===== src/design/rrts_pkg.sv =====
package rrts_pkg;

  localparam int MaxThreadsDefault   = 16;
  localparam int ContextBytesDefault = 120;

  typedef enum logic [1:0] {
    CMD_SWITCH = 2'd0,
    CMD_CREATE = 2'd1,
    CMD_FINISH = 2'd2,
    CMD_JOIN   = 2'd3
  } cmd_t;

  typedef enum logic [2:0] {
    ST_OK        = 3'd0,
    ST_BUSY      = 3'd1,
    ST_NOT_FOUND = 3'd2,
    ST_NO_SLOT   = 3'd3,
    ST_EMPTY     = 3'd4
  } status_code_t;

  typedef enum logic [3:0] {
    S_IDLE,
    S_DECODE,
    S_FIND,
    S_FIND_DONE,
    S_SW_LINK,
    S_SW_UNLINK,
    S_SW_SKIP,
    S_SW_OUT,
    S_DONE
  } fsm_state_t;

  // Commands from controller to datapath.
  typedef struct packed {
    logic capture;     // latch input item
    logic find_start;  // load ring walk from head
    logic find_step;   // advance ring walk
    logic find_pend;   // compare pending slot after ring miss
    logic do_create;
    logic do_join;
    logic do_finish;
    logic sw_save;     // save context, choose first candidate
    logic sw_link;
    logic sw_unlink;
    logic skip_start;
    logic skip_step;
    logic sw_emit;
    logic sw_empty;
    logic emit_status;
    status_code_t code;
  } dp_cmd_t;

  // Status from datapath to controller.
  typedef struct packed {
    cmd_t cmd;
    logic running_ok;
    logic pend_new_ok;
    logic pend_done_ok;
    logic free_ok;
    logic find_busy;   // walk has more steps
    logic find_hit;
    logic ring_locked;
    logic cand_ok;
    logic skip_busy;
  } dp_stat_t;

endpackage


===== src/design/rrts_ctrl.sv =====
module rrts_ctrl
  import rrts_pkg::*;
(
  input  logic       clk,
  input  logic       rst,
  input  logic       in_valid,
  input  logic       out_full,
  input  dp_stat_t   st,
  output logic       in_stall,
  output dp_cmd_t    cmd
);

  fsm_state_t state, state_next;

  always_ff @(posedge clk) begin
    if (rst) begin
      state <= S_IDLE;
    end else begin
      state <= state_next;
    end
  end

  always_comb begin
    state_next = state;
    unique case (state)
      S_IDLE: if (in_valid && !out_full) state_next = S_DECODE;
      S_DECODE: begin
        unique case (st.cmd)
          CMD_SWITCH: state_next = S_SW_LINK;
          CMD_CREATE: state_next = S_DONE;
          CMD_FINISH: state_next = (st.running_ok && !st.pend_done_ok) ? S_FIND : S_DONE;
          CMD_JOIN:   state_next = st.running_ok ? S_FIND : S_DONE;
          default:    state_next = S_DONE;
        endcase
      end
      S_FIND:      if (st.find_hit || !st.find_busy) state_next = S_FIND_DONE;
      S_FIND_DONE: state_next = S_DONE;
      S_SW_LINK:   state_next = S_SW_UNLINK;
      S_SW_UNLINK: state_next = S_SW_SKIP;
      S_SW_SKIP:   if (!st.cand_ok || !st.skip_busy) state_next = S_SW_OUT;
      S_SW_OUT:    state_next = S_IDLE;
      S_DONE:      state_next = S_IDLE;
      default:     state_next = S_IDLE;
    endcase
  end

  always_comb begin
    cmd = '0;
    cmd.code = ST_OK;
    in_stall = rst || !(state == S_IDLE && !out_full);
    unique case (state)
      S_IDLE: cmd.capture = in_valid && !out_full;
      S_DECODE: begin
        unique case (st.cmd)
          CMD_SWITCH: cmd.sw_save = 1'b1;
          CMD_CREATE: begin
            if (st.pend_new_ok) cmd.code = ST_BUSY;
            else if (!st.free_ok) cmd.code = ST_NO_SLOT;
            else cmd.do_create = 1'b1;
          end
          CMD_FINISH: begin
            if (!st.running_ok) cmd.code = ST_EMPTY;
            else if (st.pend_done_ok) cmd.code = ST_BUSY;
            else cmd.find_start = 1'b1;
          end
          CMD_JOIN: begin
            if (!st.running_ok) cmd.code = ST_EMPTY;
            else cmd.find_start = 1'b1;
          end
          default: ;
        endcase
      end
      S_FIND: if (!st.find_hit && st.find_busy) cmd.find_step = 1'b1;
      S_FIND_DONE: begin
        if (st.cmd == CMD_FINISH) begin
          cmd.do_finish = 1'b1;
        end else begin
          cmd.find_pend = 1'b1;
          cmd.do_join = 1'b1;
        end
      end
      S_SW_LINK:   cmd.sw_link = !st.ring_locked;
      S_SW_UNLINK: begin
        cmd.sw_unlink = !st.ring_locked;
        cmd.skip_start = 1'b1;
      end
      S_SW_SKIP:   if (st.cand_ok && st.skip_busy) cmd.skip_step = 1'b1;
      S_SW_OUT: begin
        if (st.cand_ok) cmd.sw_emit = 1'b1;
        else cmd.sw_empty = 1'b1;
      end
      S_DONE: cmd.emit_status = 1'b1;
      default: ;
    endcase
  end

endmodule


===== src/design/rrts_dp.sv =====
module rrts_dp
  import rrts_pkg::*;
#(
  parameter int MAX_THREADS   = MaxThreadsDefault,
  parameter int CONTEXT_BYTES = ContextBytesDefault
) (
  input  logic         clk,
  input  logic         rst,
  input  dp_cmd_t      cmd,
  output dp_stat_t     st,
  input  logic [1:0]   cmd_in,
  input  logic         ring_locked_in,
  input  logic [31:0]  ctx_status_in,
  input  logic [31:0]  ctx_pc_in,
  input  logic [31:0]  ctx_stack_in,
  input  logic [15:0]  target_id_in,
  input  logic [31:0]  rtn_value_in,
  input  logic         out_stall,
  output logic         out_valid,
  output logic [2:0]   out_status,
  output logic [15:0]  out_run_id,
  output logic [31:0]  out_next_status,
  output logic [31:0]  out_next_pc,
  output logic [31:0]  out_next_stack
);

  localparam int SW = $clog2(MAX_THREADS);
  localparam int PW = SW + 1;
  localparam logic [PW-1:0] NONE = PW'(MAX_THREADS);

  logic [MAX_THREADS-1:0] slot_used, slot_waiting;
  logic [15:0] slot_tid    [MAX_THREADS];
  logic [31:0] slot_status_word [MAX_THREADS];
  logic [31:0] slot_pc     [MAX_THREADS];
  logic [31:0] slot_stack  [MAX_THREADS];
  logic [15:0] slot_joiner [MAX_THREADS];
  logic [31:0] slot_result [MAX_THREADS];
  logic [SW-1:0] slot_next [MAX_THREADS];
  logic [SW-1:0] slot_prev [MAX_THREADS];

  logic [PW-1:0] running_slot, pending_new, pending_done, ring_head, cand, walk, skip;
  logic [PW-1:0] ring_count, walk_k, skip_k;
  logic [15:0] id_counter;

  logic [1:0]  r_cmd;
  logic        r_locked;
  logic [31:0] r_status, r_pc, r_stack, r_rtn;
  logic [15:0] r_target, find_id;
  logic        find_hit;

  // Status codes are latched in decode and after the search.
  status_code_t out_code_new, out_code_other;

  logic [PW-1:0] free_slot;
  always_comb begin
    free_slot = NONE;
    for (int i = MAX_THREADS - 1; i >= 0; i--) begin
      if (!slot_used[i]) free_slot = PW'(i);
    end
  end

  function automatic logic ok(input logic [PW-1:0] s);
    return s < NONE;
  endfunction

  function automatic logic [SW-1:0] ix(input logic [PW-1:0] s);
    return s[SW-1:0];
  endfunction

  logic walk_busy, walk_match;
  assign walk_busy  = (walk_k < ring_count) && ok(walk);
  assign walk_match = walk_busy && slot_tid[ix(walk)] == find_id;
  logic skip_busy;
  assign skip_busy = slot_waiting[ix(skip)] && slot_next[ix(skip)] != ix(cand) &&
                     (skip_k < NONE);

  assign st.cmd          = cmd_t'(r_cmd);
  assign st.running_ok   = ok(running_slot);
  assign st.pend_new_ok  = ok(pending_new);
  assign st.pend_done_ok = ok(pending_done);
  assign st.free_ok      = ok(free_slot);
  assign st.find_busy    = walk_busy && !walk_match;
  assign st.find_hit     = find_hit || walk_match;
  assign st.ring_locked  = r_locked;
  assign st.cand_ok      = ok(cand);
  assign st.skip_busy    = skip_busy;

  // Unlink helper values.
  logic [SW-1:0] dn, dp;
  assign dn = slot_next[ix(pending_done)];
  assign dp = slot_prev[ix(pending_done)];

  // Candidate as it stands once the removal of this cycle has landed.
  logic [PW-1:0] cand_unl;
  always_comb begin
    cand_unl = cand;
    if (cmd.sw_unlink && ok(pending_done) && ring_count != 0) begin
      if (ring_count == PW'(1)) cand_unl = NONE;
      else if (pending_done == cand) cand_unl = {1'b0, dn};
    end
  end

  always_ff @(posedge clk) begin
    if (rst) begin
      slot_used    <= '0;
      slot_waiting <= '0;
      running_slot <= NONE;
      pending_new  <= NONE;
      pending_done <= NONE;
      ring_head    <= NONE;
      ring_count   <= '0;
      id_counter   <= 16'd1;
      out_valid    <= 1'b0;
      find_hit     <= 1'b0;
    end else begin
      if (out_valid && !out_stall) out_valid <= 1'b0;
      if (cmd.capture) begin
        r_cmd <= cmd_in; r_locked <= ring_locked_in;
        r_status <= ctx_status_in; r_pc <= ctx_pc_in; r_stack <= ctx_stack_in;
        r_target <= target_id_in; r_rtn <= rtn_value_in;
      end
      if (cmd.find_start) begin
        walk <= ring_head; walk_k <= '0; find_hit <= 1'b0;
        find_id <= (cmd_t'(r_cmd) == CMD_FINISH) ? slot_joiner[ix(running_slot)] : r_target;
      end else if (walk_match && !find_hit) begin
        find_hit <= 1'b1;
      end
      if (cmd.find_step) begin
        walk <= {1'b0, slot_next[ix(walk)]};
        walk_k <= walk_k + 1'b1;
      end
      if (cmd.do_create) begin
        slot_used[ix(free_slot)] <= 1'b1;
        slot_tid[ix(free_slot)] <= id_counter;
        slot_status_word[ix(free_slot)] <= r_status;
        slot_pc[ix(free_slot)] <= r_pc;
        slot_stack[ix(free_slot)] <= r_stack - 32'(CONTEXT_BYTES);
        slot_joiner[ix(free_slot)] <= '0;
        slot_waiting[ix(free_slot)] <= 1'b0;
        slot_result[ix(free_slot)] <= '0;
        pending_new <= free_slot;
        id_counter <= (id_counter == 16'hFFFF) ? 16'd1 : id_counter + 16'd1;
      end
      if (cmd.do_join) begin
        if (st.find_hit) begin
          slot_joiner[ix(walk)] <= slot_tid[ix(running_slot)];
          slot_waiting[ix(running_slot)] <= 1'b1;
        end else if (ok(pending_new) && slot_tid[ix(pending_new)] == r_target) begin
          slot_joiner[ix(pending_new)] <= slot_tid[ix(running_slot)];
          slot_waiting[ix(running_slot)] <= 1'b1;
        end
      end
      if (cmd.do_finish) begin
        slot_result[ix(running_slot)] <= r_rtn;
        if (st.find_hit) slot_waiting[ix(walk)] <= 1'b0;
        pending_done <= running_slot;
      end
      if (cmd.sw_save) begin
        if (ok(running_slot)) begin
          slot_status_word[ix(running_slot)] <= r_status;
          slot_pc[ix(running_slot)] <= r_pc;
          slot_stack[ix(running_slot)] <= r_stack;
          cand <= {1'b0, slot_next[ix(running_slot)]};
        end else begin
          cand <= (ring_count != 0) ? ring_head : NONE;
        end
      end
      if (cmd.sw_link && ok(pending_new)) begin
        if (!ok(cand)) begin
          slot_next[ix(pending_new)] <= ix(pending_new);
          slot_prev[ix(pending_new)] <= ix(pending_new);
          ring_head <= pending_new;
          cand <= pending_new;
        end else begin
          slot_next[ix(pending_new)] <= slot_next[ix(cand)];
          slot_prev[ix(pending_new)] <= ix(cand);
          slot_prev[slot_next[ix(cand)]] <= ix(pending_new);
          slot_next[ix(cand)] <= ix(pending_new);
        end
        ring_count <= ring_count + 1'b1;
        pending_new <= NONE;
      end
      if (cmd.sw_unlink && ok(pending_done) && ring_count != 0) begin
        ring_count <= ring_count - 1'b1;
        pending_done <= NONE;
        slot_used[ix(pending_done)] <= 1'b0;
        slot_waiting[ix(pending_done)] <= 1'b0;
        if (ring_count == PW'(1)) begin
          cand <= NONE; ring_head <= NONE;
        end else begin
          slot_next[dp] <= dn;
          slot_prev[dn] <= dp;
          if (pending_done == cand) begin
            cand <= {1'b0, dn};
            if (pending_done == ring_head) ring_head <= {1'b0, dn};
          end else if (pending_done == ring_head) begin
            ring_head <= cand;
          end
        end
      end
      if (cmd.skip_start) begin
        skip <= cand_unl; skip_k <= '0;
      end
      if (cmd.skip_step) begin
        skip <= {1'b0, slot_next[ix(skip)]};
        skip_k <= skip_k + 1'b1;
      end
      if (cmd.sw_emit) begin
        running_slot <= skip;
        out_valid <= 1'b1;
        out_status <= ST_OK;
        out_run_id <= slot_tid[ix(skip)];
        out_next_status <= slot_status_word[ix(skip)];
        out_next_pc <= slot_pc[ix(skip)];
        out_next_stack <= slot_stack[ix(skip)];
      end
      if (cmd.sw_empty) begin
        running_slot <= NONE;
        out_valid <= 1'b1;
        out_status <= ST_EMPTY;
        out_run_id <= '0;
        out_next_status <= '0; out_next_pc <= '0; out_next_stack <= '0;
      end
      if (cmd.emit_status) begin
        out_valid <= 1'b1;
        out_next_status <= '0; out_next_pc <= '0; out_next_stack <= '0;
        if (cmd_t'(r_cmd) == CMD_CREATE && out_code_new == ST_OK) begin
          out_status <= ST_OK;
          out_run_id <= id_counter == 16'd1 ? 16'hFFFF : id_counter - 16'd1;
        end else if (cmd_t'(r_cmd) == CMD_CREATE) begin
          out_status <= out_code_new;
          out_run_id <= '0;
        end else begin
          out_status <= out_code_other;
          out_run_id <= '0;
        end
      end
    end
  end

  always_ff @(posedge clk) begin
    if (cmd.code != ST_OK || cmd.do_create) out_code_new <= cmd.code;
    if (cmd.capture) out_code_other <= ST_OK;
    else if (cmd.code != ST_OK) out_code_other <= cmd.code;
    else if (cmd.do_join && !st.find_hit &&
             !(ok(pending_new) && slot_tid[ix(pending_new)] == r_target))
      out_code_other <= ST_NOT_FOUND;
    if (cmd.capture) out_code_new <= ST_OK;
  end

endmodule


===== src/design/round_robin_thread_scheduler.sv =====
// Channel  | Handshake          | Payload
// ---------+--------------------+------------------------------------------------
// input    | in_valid/in_stall  | cmd ring_locked ctx_status ctx_pc ctx_stack
//          |                    | target_id rtn_value
// output   | out_valid/out_stall| status run_id next_status next_pc next_stack
//
// One item at a time. Create, and a join or finish refused at decode, go from
// decode straight to the result; other joins and finishes first walk the ring
// for the id (up to MAX_THREADS slots), and switch first skips waiting threads
// (up to MAX_THREADS). Reset (rst, synchronous) empties the ring, frees all
// slots and sets the id counter to 1. A held result blocks the next item until
// taken; the next item goes in the cycle after.
module round_robin_thread_scheduler
  import rrts_pkg::*;
#(
  parameter int MAX_THREADS   = MaxThreadsDefault,
  parameter int CONTEXT_BYTES = ContextBytesDefault
) (
  input  logic        clk,
  input  logic        rst,
  input  logic        in_valid,
  output logic        in_stall,
  input  logic [1:0]  cmd,
  input  logic        ring_locked,
  input  logic [31:0] ctx_status,
  input  logic [31:0] ctx_pc,
  input  logic [31:0] ctx_stack,
  input  logic [15:0] target_id,
  input  logic [31:0] rtn_value,
  output logic        out_valid,
  input  logic        out_stall,
  output logic [2:0]  status,
  output logic [15:0] run_id,
  output logic [31:0] next_status,
  output logic [31:0] next_pc,
  output logic [31:0] next_stack
);

  dp_cmd_t  dcmd;
  dp_stat_t dstat;

  // Hold new items while a result still waits.
  rrts_ctrl u_ctrl (
    .clk(clk), .rst(rst), .in_valid(in_valid), .out_full(out_valid),
    .st(dstat), .in_stall(in_stall), .cmd(dcmd)
  );

  rrts_dp #(.MAX_THREADS(MAX_THREADS), .CONTEXT_BYTES(CONTEXT_BYTES)) u_dp (
    .clk(clk), .rst(rst), .cmd(dcmd), .st(dstat),
    .cmd_in(cmd), .ring_locked_in(ring_locked), .ctx_status_in(ctx_status),
    .ctx_pc_in(ctx_pc), .ctx_stack_in(ctx_stack), .target_id_in(target_id),
    .rtn_value_in(rtn_value), .out_stall(out_stall), .out_valid(out_valid),
    .out_status(status), .out_run_id(run_id), .out_next_status(next_status),
    .out_next_pc(next_pc), .out_next_stack(next_stack)
  );

`ifndef SYNTH
  // An item is never taken while a result is still held.
  a_no_accept_full: assert property (@(posedge clk) disable iff (rst)
    out_valid |-> in_stall) else $error("item accepted over held result");
  // Every accepted item leads to a result before the next is taken.
  a_busy_after: assert property (@(posedge clk) disable iff (rst)
    (in_valid && !in_stall) |=> in_stall) else $error("back to back accept");
  // Status codes stay in range.
  a_status: assert property (@(posedge clk) disable iff (rst)
    out_valid |-> status <= 3'd4) else $error("bad status");
`endif

endmodule

===== config.mk =====
export PLATFORM = sky130hd
export DESIGN_NAME = round_robin_thread_scheduler
export DESIGN_NICKNAME = d
export VERILOG_FILES = /design/src/design/rrts_pkg.sv /design/src/design/rrts_ctrl.sv /design/src/design/rrts_dp.sv /design/src/design/round_robin_thread_scheduler.sv
export SDC_FILE = /design/constraint.sdc
export NUM_CORES = 2
export LEC_CHECK = 0
export BUFFER_PORTS_ARGS = -buffer_cell sky130_fd_sc_hd__buf_2
export CORE_UTILIZATION = 55
export CTS_BUF_LIST = sky130_fd_sc_hd__clkbuf_2 sky130_fd_sc_hd__clkbuf_4 sky130_fd_sc_hd__clkbuf_8
export CTS_CLUSTER_SIZE = 24
export DETAILED_ROUTE_END_ITERATION = 8
export GPL_TIMING_DRIVEN = 1
export PLACE_DENSITY = 0.76
export SLEW_MARGIN = 20
export SYNTH_ARGS = -nofsm -noshare
export SYNTH_HDL_FRONTEND = slang
export SYNTH_SLANG_ARGS = --single-unit

===== constraint.sdc =====
create_clock -name clk -period 10.3 [get_ports clk]
set_input_delay 2.06 -clock clk [delete_from_list [all_inputs] [get_ports clk]]
set_output_delay 2.06 -clock clk [all_outputs]
set_load 0.01 [all_outputs]

* Yosys cells after proc, flatten, opt, wreduce, memory -nomap -nowiden
Memories as Yosys holds them, arrays and structs flattened. A register that Yosys moved wholly into a read port is not among the register bits.
Index checks and enable logic that the tools add are counted.
Widths: inputs -> output; s select.
** Word-level totals
- Register bits :: 260
- Bits in latches :: 0
- RAM bits :: 2176
- Memory bits (read-only) :: 0
- Input bits :: 151
- Output and inout port bits :: 117
- Word-level logic and storage cells :: 352
- Memories kept :: 7
** Memories
- u_dp.slot_pc :: depth 16, width 32, rd ports 1, clocked after Yosys merged registers in 1, write ports 1, RTL line rrts_dp.sv:34 : logic [31:0] slot_pc [MAX_THREADS];
- u_dp.slot_stack :: depth 16, width 32, rd ports 1, clocked after Yosys merged registers in 1, write ports 1, RTL line rrts_dp.sv:35 : logic [31:0] slot_stack [MAX_THREADS];
- u_dp.slot_status_word :: depth 16, width 32, rd ports 1, clocked after Yosys merged registers in 1, write ports 1, RTL line rrts_dp.sv:33 : logic [31:0] slot_status_word [MAX_THREADS];
- u_dp.slot_joiner :: depth 16, width 16, rd ports 1, clocked after Yosys merged registers in 1, write ports 1, RTL line rrts_dp.sv:36 : logic [15:0] slot_joiner [MAX_THREADS];
- u_dp.slot_tid :: depth 16, width 16, rd ports 4, clocked after Yosys merged registers in 4, write ports 1, RTL line rrts_dp.sv:32 : logic [15:0] slot_tid [MAX_THREADS];
- u_dp.slot_next :: depth 16, width 4, rd ports 5, clocked after Yosys merged registers in 5, write ports 2, RTL line rrts_dp.sv:38 : logic [SW-1:0] slot_next [MAX_THREADS];
- 1 more memories
** Operators by class
- Add/subtract/negate cells :: 7
- $mul :: 0
- Div/mod/pow operators :: 0
- Magnitude comparators :: 17
- Equality and inequality tests :: 22
- Shift operators :: 0
- Multiplexer cells :: 189
- Bitwise gates (word level) :: 12
- Reduce and logical (&&, ||, !) cells :: 69
** Operators by type and width (number)
- $mux 16 :: 22
- $mux 5 :: 42
- $mux 4 :: 35
- $mux 32 :: 3
- $reduce_or 32->1 :: 3
- $and 16x16->16 :: 4
- $mux 1 :: 63
- $not 16->16 :: 3
- $lt 5x5->1 const B :: 7
- $mux 3 :: 11
- $eq 16x16->1 :: 2
- $or 16x16->16 :: 2
- $reduce_or 16->1 :: 2
- $sub 32x7->32 const B :: 1
- $pmux 4 s7 :: 1
- $lt 4x5->1 const B :: 5
- $logic_and 1x1->1 :: 23
- $add 16x1->16 const B :: 1
- $demux 1 s4 :: 4
- $eq 16x1->1 const B :: 1
- $eq 16x16->1 const B :: 1
- $eq 4x3->1 const B :: 4
- $ge 4x1->1 const B :: 4
- $pmux 4 s4 :: 1
- other kinds (33) :: 71

* Longest topological paths before layout
- Depth after elaboration :: 35
- Gate-level depth with buffers :: 15
- Depth with buffers taken out :: 12

* Cells and area by module
From an unflattened synthesis, not the netlist that was laid out.
** Second synthesis, totals
- Cell total of the unflattened synthesis :: 7184
- Area, all modules :: 117517.7 µm²
** By module, submodules not included
- rrts_dp :: times used 1, cells each 7127, area an instance 117103.6 µm², seq. area each 75582.5 µm²
- rrts_ctrl :: times used 1, cells each 57, area an instance 414.1 µm², seq. area each 80.1 µm²

* Worst setup path before layout
OpenSTA, ideal clock, no wires.
- Kind :: input -> register
- Start :: input port rst
- End :: register u_dp.r_cmd[0], enable pin
- Setup time :: 730 ps
- Arrival time :: 10483 ps
- Setup slack :: -913 ps
- Stages :: 4
- Path buffers :: 3
- Cell sequence :: clkbuf_1 clkbuf_1 clkbuf_1 nor3_1
** Between the ends
- Longest elaborated chain between the ends :: 2
** RTL lines
- start, declared :: RTL line round_robin_thread_scheduler.sv:20 : input logic rst,
- $not 1->1 (no source line)
- $reduce_and 2->1 (no source line)
- end signal, assigned :: RTL line rrts_dp.sv:118 : r_cmd <= cmd_in; r_locked <= ring_locked_in;
- end, declared :: RTL line rrts_dp.sv:45 : logic [1:0] r_cmd;
Every way passes these cells.
A chain may end at the register's enable or synchronous reset.

==> results.cfg <==
[route]
drc = 0
viasPerCell = 6.63
vias = 58400
wire_per_inst_um = 30.8
first_pass_iters = 6
ant_nets = 0
wl_um = 272000
drtIter0Drc = 7478

[global_routing]
gr-total-overflow = 0
grt_pass1_vias = 58600
grt_first_pass_wirelength_um = 395000
grt.total_usage = 0.274
grt_start_max_net_pins = 138
antenna_found_initial = 8

[clocking]
cts_buffers = 411
ctsResizeCount = 0
post_cts_buffers = 0
cts.sinks = 2556
root_buffer = clkbuf_8
clk_pin_slew_ps = 70
hold_buffers = 0
htreeDepth = 5
clock_latency_ps = 1150
cts_tree = built
cts_buffer_depth = 4

[synthesis]
synth_warnings = 0
ys_seq_area_frac = 0.696
syn_inst = 5432
synthArstFlopShare = 0
synth_top_area_share = 0.676
synth_edf_count = 2447
synthesis.nets = 5596
synth_ff_type = edfxtp_1
synth.area.top_cells = edfxtp_1 (68%), mux4_2 (19%), dfxtp_1 (2.0%), mux2_2 (1.7%), mux2i_1 (0.92%)
ys_seq_elements = 2556
synthDistinctLibCells = 75
avgSynthCellArea_um2 = 20.0
yosysTopAreaCell = edfxtp_1
synth_most_common_cell = edfxtp_1
synthTopCellsByCount = edfxtp_1 (2,447), mux4_2 (928), clkbuf_1 (219), nor2_1 (204), nand2_1 (176)
syn_area_um2 = 109000

[timing]
finalSetupViolations = 0
tightest_slew_ps = 1220
tns_ps = 0
fin_ws_ps = 4160
hold_violations = 0
maxSlewHeadroom = 0.187
slew_viol_final = 0
skew_ps = 153
layout_worst_path_cycle_share = 0.597
rsz0062_at_grt = no
fmax_mhz = 163
post-route-min-period_ps = 6140

[floorplan]
rows = 162
dieArea_um2 = 199000
die_h_um = 447
ios = 268
initial_core_util = 0.556
core_um2 = 196000
die_x_um = 447

[pwr]
p_leak_uw = 0.0377
vdd_drop_max_uv = 148
pwr_density_cell_nw_per_um2 = 170

[min_path]
worstHoldPathType = flip-flop to flip-flop
worstHoldStart = u_dp.slot_waiting[10]

[critical_path]
cp.required_ps = 11040
cp_cell_sequence = buf_4, nand2_1, o22ai_1, or3_1, o211ai_1, o41ai_1, o2111a_1, a31oi_2, a211o_1, nor4_2, buf_4
cp_top_family = compound AO/OA/AOI/OAI gates
cpMaxStageDelayCell = nor4_2
cpMostUsedCell = buf_4
crit_type = flip-flop to flip-flop
worst-endpoint-arrival_ps = 6880
slowest_delay_ps = 940
path_max_fanout = 27
critPathLaunchType = flip-flop
cp-end-kind = flip-flop
crit_buf_inv = 2

[place]
place_ws_ps = 3900
port_buffers = 235
gp_congestion = 0.932
dp.final_hpwl_um = 153000

[run]
cap_violations = 0

[final_layout]
num-fill-cells = 13100
nets = 6041
drive_above_1_share = 0.355
area_delta_synth_final_pct = 11.8

[outcome]
status = finished, final reports clean
==> metrics by stage <==
stage	total power, uW	cells	util	area (um2)	hold slack, ps
after CTS	20700	8804	0.620	121000	474
after global routing	21200	8814	0.621	122000	508
after detailed placement	12100	8087	0.579	113000	466
after global placement	12100	8087	0.579	113000	461
after floorplan	11900	5432	-	109000	441
final	20600	8815	0.621	122000	476
==> worst min-delay path, cell delays in order (launching register included) <==
cell and delay [ps]:
dfxtp_1 310, o21ai_0 70, a21oi_1 60
==> flip-flops by register name (all words and copies together), names as in the netlist, 32 cells and up, named ones only <==
name and cells:
u_dp.slot_pc 512, u_dp.slot_stack 512, u_dp.slot_status_word 512, u_dp.slot_joiner 256, u_dp.slot_tid 256, u_dp.slot_next 64
u_dp.slot_prev 64, u_dp.out_next_pc 32, u_dp.out_next_stack 32, u_dp.out_next_status 32, u_dp.r_pc 32, u_dp.r_stack 32
u_dp.r_status 32
==> per-layer routing <==
| layer | wire length (um) | vias up | GRT usage |
|---|---|---|---|
| met5 | 32 | - | 0 |
| met4 | 12600 | 6 | 0.125 |
| met3 | 26000 | 648 | 0.0569 |
| met2 | 133000 | 3634 | 0.438 |
| met1 | 99800 | 30500 | 0.365 |
| li1 | - | 23700 | - |
==> power by group <==
part,total [uW],internal (uW),switching (uW)
Clock,8680,4760,3920
Combinational,385,131,254
Sequential,11500,11400,108
==> worst paths after layout <==
path | endpoint | slack [ps] | cells past startpoint
worst min-delay path | u_dp.slot_waiting[10] | 480 | 2
worst min register to register | u_dp.slot_waiting[10] | 480 | 2
worst max register to register | u_dp.slot_joiner[15][11] | 4160 | 11
worst max-delay path | u_dp.slot_joiner[15][11] | 4160 | 11
==> cells by family after synthesis <==
logic type	after synthesis	synth area share
DFF	2556	0.696
buffers and inverters	368	0.0137
muxes	1199	0.220
xor gates and xnor gates	122	0.00983
AOI/OAI and AO/OA	355	0.0210
adders and majority gates	13	0.00150
and+or+nand+nor	819	0.0376
==> cell type report <==
type	instances	area, um2	area share
sequential	2556	75700	0.623
multi-input combinational	2508	32000	0.264
clock buffer	535	6640	0.0547
tap	2624	3280	0.0270
timing repair buffer	361	2270	0.0187
clock inverter	182	1410	0.0116
inverter	39	146	0.00120
antenna	10	25.0	0.000206
==> layout by cell type, fill, tap and decap left out, types with 15 or more instances in the layout <==
master and count:
or3_1 18, dfxtp_1 93, buf_2 235, nor2_4 19, clkbuf_8 420, o21ai_0 96, and3_1 21, nand2_1 176
nand4_1 17, buf_4 113, clkinv_1 95, mux2_2 163, xnor2_1 53, nand2b_1 27, edfxtp_1 2447, mux2i_1 100
nor3_1 51, nor4_1 15, inv_1 36, nor4_2 17, nor2b_1 47, mux4_2 928, clkbuf_4 115, xor2_1 59
nand3_1 58, clkinv_2 50, and2_1 110, nor2_1 184, a21oi_1 75, o22ai_1 32, bufinv_16 23
No activity file was read; power rests on OpenSTA's default activity.
